==> config.mk <==
export PLATFORM = sky130hd
export DESIGN_NAME = btc_back
export DESIGN_NICKNAME = d
export VERILOG_FILES = /design/src/design/btc_pkg.sv /design/src/design/btc_back.sv
export VERILOG_INCLUDE_DIRS = /design/src /design/src/design
export SDC_FILE = /design/constraint.sdc
export NUM_CORES = 2
export LEC_CHECK = 0
export ABC_AREA = 0
export ABC_CLOCK_PERIOD_IN_PS = 9600
export BUFFER_PORTS_ARGS = -buffer_cell sky130_fd_sc_hd__buf_2
export CAP_MARGIN = 10
export CORE_ASPECT_RATIO = 1.5
export CORE_MARGIN = 3
export CORE_UTILIZATION = 55
export CTS_BUF_LIST = sky130_fd_sc_hd__clkbuf_4 sky130_fd_sc_hd__clkbuf_8
export CTS_CLUSTER_DIAMETER = 200
export DETAILED_ROUTE_END_ITERATION = 6
export GPL_ROUTABILITY_DRIVEN = 0
export PLACE_DENSITY = 0.89
export SLEW_MARGIN = 25
export SYNTH_ARGS = -nofsm -noshare
export SYNTH_HDL_FRONTEND = slang
export SYNTH_SLANG_ARGS = --single-unit
export TNS_END_PERCENT = 10
==> constraint.sdc <==
create_clock -name i_clk -period 9.6 [get_ports i_clk]
set_clock_uncertainty 0.15 [all_clocks]
set_input_delay 0.96 -clock i_clk [delete_from_list [all_inputs] [get_ports i_clk]]
set_output_delay 0.96 -clock i_clk [all_outputs]
set_load 0.005 [all_outputs]
==> src/design/baro_temp_compensation_unit_assert.svh <==
// Assertion helpers for the compensation unit.
`ifndef BARO_TEMP_COMPENSATION_UNIT_ASSERT_SVH
`define BARO_TEMP_COMPENSATION_UNIT_ASSERT_SVH

`ifndef SYNTHESIS

// Antecedent implies consequent in the same cycle.
`define BTC_ASSERT(lbl, clk, rstn, ante, cons) \
    lbl: assert property (@(posedge clk) disable iff (!(rstn)) (ante) |-> (cons)) \
        else $error("%m: assertion failed");

// Antecedent implies consequent in the following cycle.
`define BTC_ASSERT_NX(lbl, clk, rstn, ante, cons) \
    lbl: assert property (@(posedge clk) disable iff (!(rstn)) (ante) |=> (cons)) \
        else $error("%m: assertion failed");

`else

`define BTC_ASSERT(lbl, clk, rstn, ante, cons)
`define BTC_ASSERT_NX(lbl, clk, rstn, ante, cons)

`endif

`endif

==> src/design/btc_pkg.sv <==
package btc_pkg;

    localparam int DIV_STAGES = 32;

    localparam logic [2:0] REG_TEMP_CALIB  = 3'd0;
    localparam logic [2:0] REG_PRESS_LOW   = 3'd1;
    localparam logic [2:0] REG_PRESS_HIGH  = 3'd2;
    localparam logic [2:0] REG_PRESS_LAST  = 3'd3;

    localparam logic [31:0] C_P_OFFSET   = 32'd64000;
    localparam logic [31:0] C_ADC_FULL   = 32'd1048576;
    localparam logic [31:0] C_P_SCALE    = 32'd3125;
    localparam logic [31:0] C_ONE_Q15    = 32'd32768;
    localparam logic [31:0] C_T_ROUND    = 32'd128;

    typedef struct packed {
        logic [23:0] raw_pressure;
        logic [23:0] raw_temperature;
    } t_btc_in;

    typedef struct packed {
        logic signed [15:0] temp_centideg;
        logic [31:0]        pressure_pa;
    } t_btc_out;

    // calibration words, already extended to 32 bits
    typedef struct packed {
        logic [31:0] t1;
        logic [31:0] t2;
        logic [31:0] t3;
        logic [31:0] p1;
        logic [31:0] p2;
        logic [31:0] p3;
        logic [31:0] p4;
        logic [31:0] p5;
        logic [31:0] p6;
        logic [31:0] p7;
        logic [31:0] p8;
        logic [31:0] p9;
    } t_calib;

    // front end to divider
    typedef struct packed {
        logic [31:0] num;
        logic [31:0] den;
        logic [15:0] temp;
        logic        post;   // quotient doubled afterwards
        logic        zero;   // divisor was zero
    } t_div_in;

    // divider to back end
    typedef struct packed {
        logic [31:0] quo;
        logic [15:0] temp;
        logic        post;
        logic        zero;
    } t_div_out;

    function automatic logic [31:0] sra(input logic [31:0] x, input int n);
        return 32'($signed(x) >>> n);
    endfunction

    function automatic logic [31:0] mul_lo(input logic [31:0] a, input logic [31:0] b);
        logic [63:0] p;
        p = {32'd0, a} * {32'd0, b};
        return p[31:0];
    endfunction

    function automatic logic [31:0] sx16(input logic [15:0] v);
        return {{16{v[15]}}, v};
    endfunction

endpackage

==> src/design/btc_back.sv <==
module btc_back import btc_pkg::*; (
    input  logic     i_clk,
    input  logic     i_rst_n,
    input  logic     i_en,
    input  logic     i_valid,
    input  t_div_out i_div,
    input  t_calib   i_cal,
    output logic     o_valid,
    output t_btc_out o_data
);

`include "baro_temp_compensation_unit_assert.svh"

    logic [2:0]  r_v;
    logic [31:0] r1_q, r1_uu;
    logic [15:0] r1_temp;
    logic        r1_zero;
    logic [31:0] r2_q, r2_a, r2_b;
    logic [15:0] r2_temp;
    logic        r2_zero;
    t_btc_out    r3_out;
    logic        r3_zero;

    logic [31:0] n_q;
    logic [31:0] n_u;
    logic [31:0] n_sum;

    assign n_q   = i_div.post ? {i_div.quo[30:0], 1'b0} : i_div.quo;
    assign n_u   = n_q >> 3;
    assign n_sum = r2_a + r2_b + i_cal.p7;

    always_ff @(posedge i_clk) begin
        if (!i_rst_n) begin
            r_v <= '0;
        end else if (i_en) begin
            r_v <= {r_v[1:0], i_valid};
        end
    end

    always_ff @(posedge i_clk) begin
        if (i_en) begin
            r1_q    <= n_q;
            r1_uu   <= mul_lo(n_u, n_u) >> 13;
            r1_temp <= i_div.temp;
            r1_zero <= i_div.zero;

            r2_a    <= sra(mul_lo(i_cal.p9, r1_uu), 12);
            r2_b    <= sra(mul_lo(r1_q >> 2, i_cal.p8), 13);
            r2_q    <= r1_q;
            r2_temp <= r1_temp;
            r2_zero <= r1_zero;

            r3_out.temp_centideg <= r2_temp;
            r3_out.pressure_pa   <= r2_zero ? '0 : r2_q + sra(n_sum, 4);
            r3_zero              <= r2_zero;
        end
    end

    assign o_valid = r_v[2];
    assign o_data  = r3_out;

    `BTC_ASSERT(a_zero_div_gives_zero, i_clk, i_rst_n, r_v[2] && r3_zero, r3_out.pressure_pa == '0)

endmodule

==> flow_summary.ini <==
[run_status]
status = complete, but fails checks
violations = design-rule violations

[clock_tree]
cts-hold-fix-buffers = 0
cts_tree = done
cts_setup_buffers = 0
clk-insertion-delay-late_ps = 630
clock-sinks = 207
htreeDepth = 2
numCtsBuffers = 37
clkTransAtPathRegs_ps = 60
clock_path_buffers = 3
cts_resized = 0
cts-root-buf = clkbuf_8

[grt]
grt_pass1_wl_um = 217000
grt_start_max_net_pins = 76
antenna_found_initial = 24
grt_pass1_vias = 42900
overflow = 0
grt.total_usage = 0.296

[sta]
setup_viol = 0
tightest_slew_ps = 1070
slew_viol_final = 0
rsz0062_at_grt = no
fin_tns_setup_ps = 0
period_needed_ps = 8640
max_freq_mhz = 116
slew_headroom = 0.285
fin_crit_sh = 0.900
finalHoldViolCount = 0

[setup_path]
slowest_stage = mux2i_1
r2r_start = r1_q[5]
cp-end-kind = flop
critPathMostFrequentCell = fa_1
startpoint_type = input port
reg2reg_depth = 24
rr_endpoint = r2_b[18]
arrival_ps = 8790
cp_max_fo = 20
max_stage_delay_ps = 620
required_ps = 9750
regToRegSetupSlack_ps = 1210
critPathKind = input port to flop

[yosys]
synth_warnings = 0
synth_cells = 5194
ys_top_cells_by_area = fa_1, edfxtp_1, inv_1, ha_1, and2_1
syn-num-nets = 7136
yosys.area.top_type = fa_1
synthArstFlopShare = 0
synth-edff-count = 204
synth_cell_types = 68
synth_seq_cells = 207
netlist_area_mm2 = 0.0501
yosysSeqAreaShare = 0.124
synth_area_per_cell_um2 = 9.64
synth.top_cell.area_share = 0.447
synth_ff_type = edfxtp_1

[die]
row_count = 134
fp.coreArea_mm2 = 0.0897
die-area_mm2 = 0.0948
dieHeight_um = 376
die_w_um = 252
ios = 487
start_util = 0.558

[route]
viasPerCell = 5.75
first_pass_iters = 7
drtAntennaViolNets = 0
wl_per_cell_um = 20.7
drtIter0Drc = 2938
drt-total-wl_um = 135000
vias = 37400
remaining_drc_errors = 2

[min_path]
worstHoldEndpoint = r2_temp[0]
holdPathStages = 0
hold_class = flop to flop
worstHoldStart = r1_temp[0]

[final_layout]
finalNetCount = 7258
multiInputGateArea_mm2 = 0.0383
drive_gt1_frac = 0.0672
ff_latch_area_mm2 = 0.00619
nFillCells = 6804
area_growth_pct = 6.38

[job]
cap_viol_max_count = 0

[place]
dp.final_hpwl_um = 107000
port_buffers = 198
state kept, by name, indices dropped and copies added, names as in the netlist:
| register | cells |
|---|---|
| o_data | 48 |
| r1_q | 32 |
| r1_temp | 16 |
| r1_uu | 19 |
| r1_zero | 1 |
| r2_a | 20 |
| r2_b | 19 |
| r2_q | 32 |
| r2_temp | 16 |
| r2_zero | 1 |
| r_v | 3 |
logic make-up after synthesis:
group	after synthesis	share of synthesized area
flip-flops	207	0.124
adder cells (fa/ha/maj)	1504	0.543
AO/OA/AOI/OAI	264	0.0362
AND/OR/NAND/NOR	1461	0.137
buffers and inverters	1493	0.112
multiplexers	36	0.00737
XOR/XNOR	229	0.0405
worst max-delay path by stage:
stage,start,to,slack (ps),cells after the start
floorplan,i_div[1],r1_uu[17],460,30
global placement,i_div[1],r1_uu[17],600,26
CTS,i_div[1],r1_uu[17],1070,26
finish,i_div[1],r1_uu[17],960,25
detailed placement,i_div[1],r1_uu[17],470,26
global route,i_div[1],r1_uu[17],620,26
critical path: cells and delay by family:
| kind | cells | cell delay (ps) |
|---|---|---|
| fa+ha+maj | 9 | 4130 |
| xor+xnor | 1 | 80 |
| buf+inv | 7 | 1340 |
| compound gates | 5 | 1190 |
| simple gates | 2 | 440 |
| mux | 1 | 620 |
cells in the final DEF (no fill, tap or decap), types with 9 or more instances in the layout:
master    synthesis  final
clkbuf_8          0     42
buf_2             0    197
a211oi_1          9      9
nand3_1          13     13
o21ai_0          44     44
o21a_1           26     26
diode_2           0     10
xnor2_1         169    169
a21oi_1          67     67
nor2b_1          28     28
xor2_1           58     58
nor2_1          224    224
a21o_1           43     43
inv_1          1290   1290
ha_1            386    386
buf_4             0     77
nor3_1           29     29
fa_1           1118   1118
nand2b_1         23     23
o21bai_1         13     13
nand2_1         683    683
edfxtp_1        204    204
mux2i_1          32     30
and2_1          422    422
clkinv_1          9     15
final cells by class:
cell class / instances / share of cell area
clock buffer: 49 / 0.0117
tap: 1156 / 0.0272
clock inverter: 17 / 0.00390
timing repair buffer: 277 / 0.0304
multi-input combinational: 3494 / 0.719
antenna: 10 / 0.000470
sequential: 207 / 0.116
inverter: 1299 / 0.0915
synth_stat cells, types with 4 or more instances:
cell / count
a211oi_1: 9
a21o_1: 43
a21oi_1: 67
a31oi_1: 7
and2_1: 422
and3_1: 8
and4_1: 4
buf_1: 7
clkbuf_1: 186
clkinv_1: 9
edfxtp_1: 204
fa_1: 1118
ha_1: 386
inv_1: 1290
mux2i_1: 32
nand2_1: 683
nand2b_1: 23
nand3_1: 13
nand4_1: 8
nor2_1: 224
nor2b_1: 28
nor3_1: 29
nor4b_1: 4
o21a_1: 26
o21ai_0: 44
o21bai_1: 13
o31ai_1: 6
or3_1: 7
xnor2_1: 169
xor2_1: 58
routing by layer:
layer | track usage | wire, um
met1 | 0.314 | 41700
met4 | 0.225 | 12800
met5 | 0 | 211
met3 | 0.0664 | 13300
met2 | 0.512 | 66500
per-stage QoR:
stage / cell area [um2] / hold slack (ps) / instances / setup WS [ps] / util
3_5_place_dp: 52400 / 255 / 6431 / 470 / 0.584
2_1_floorplan: 50100 / 250 / 5194 / 460 / -
6_report: 53300 / 245 / 6509 / 962 / 0.594
4_1_cts: 53200 / 263 / 6497 / 1070 / 0.593
3_3_place_gp: 52400 / 252 / 6431 / 602 / 0.584
5_1_grt: 53200 / 270 / 6501 / 616 / 0.594
Power is left out: the tool's default activity adds up to more than one toggle a clock period on the data nets, which glitch-free logic cannot reach.
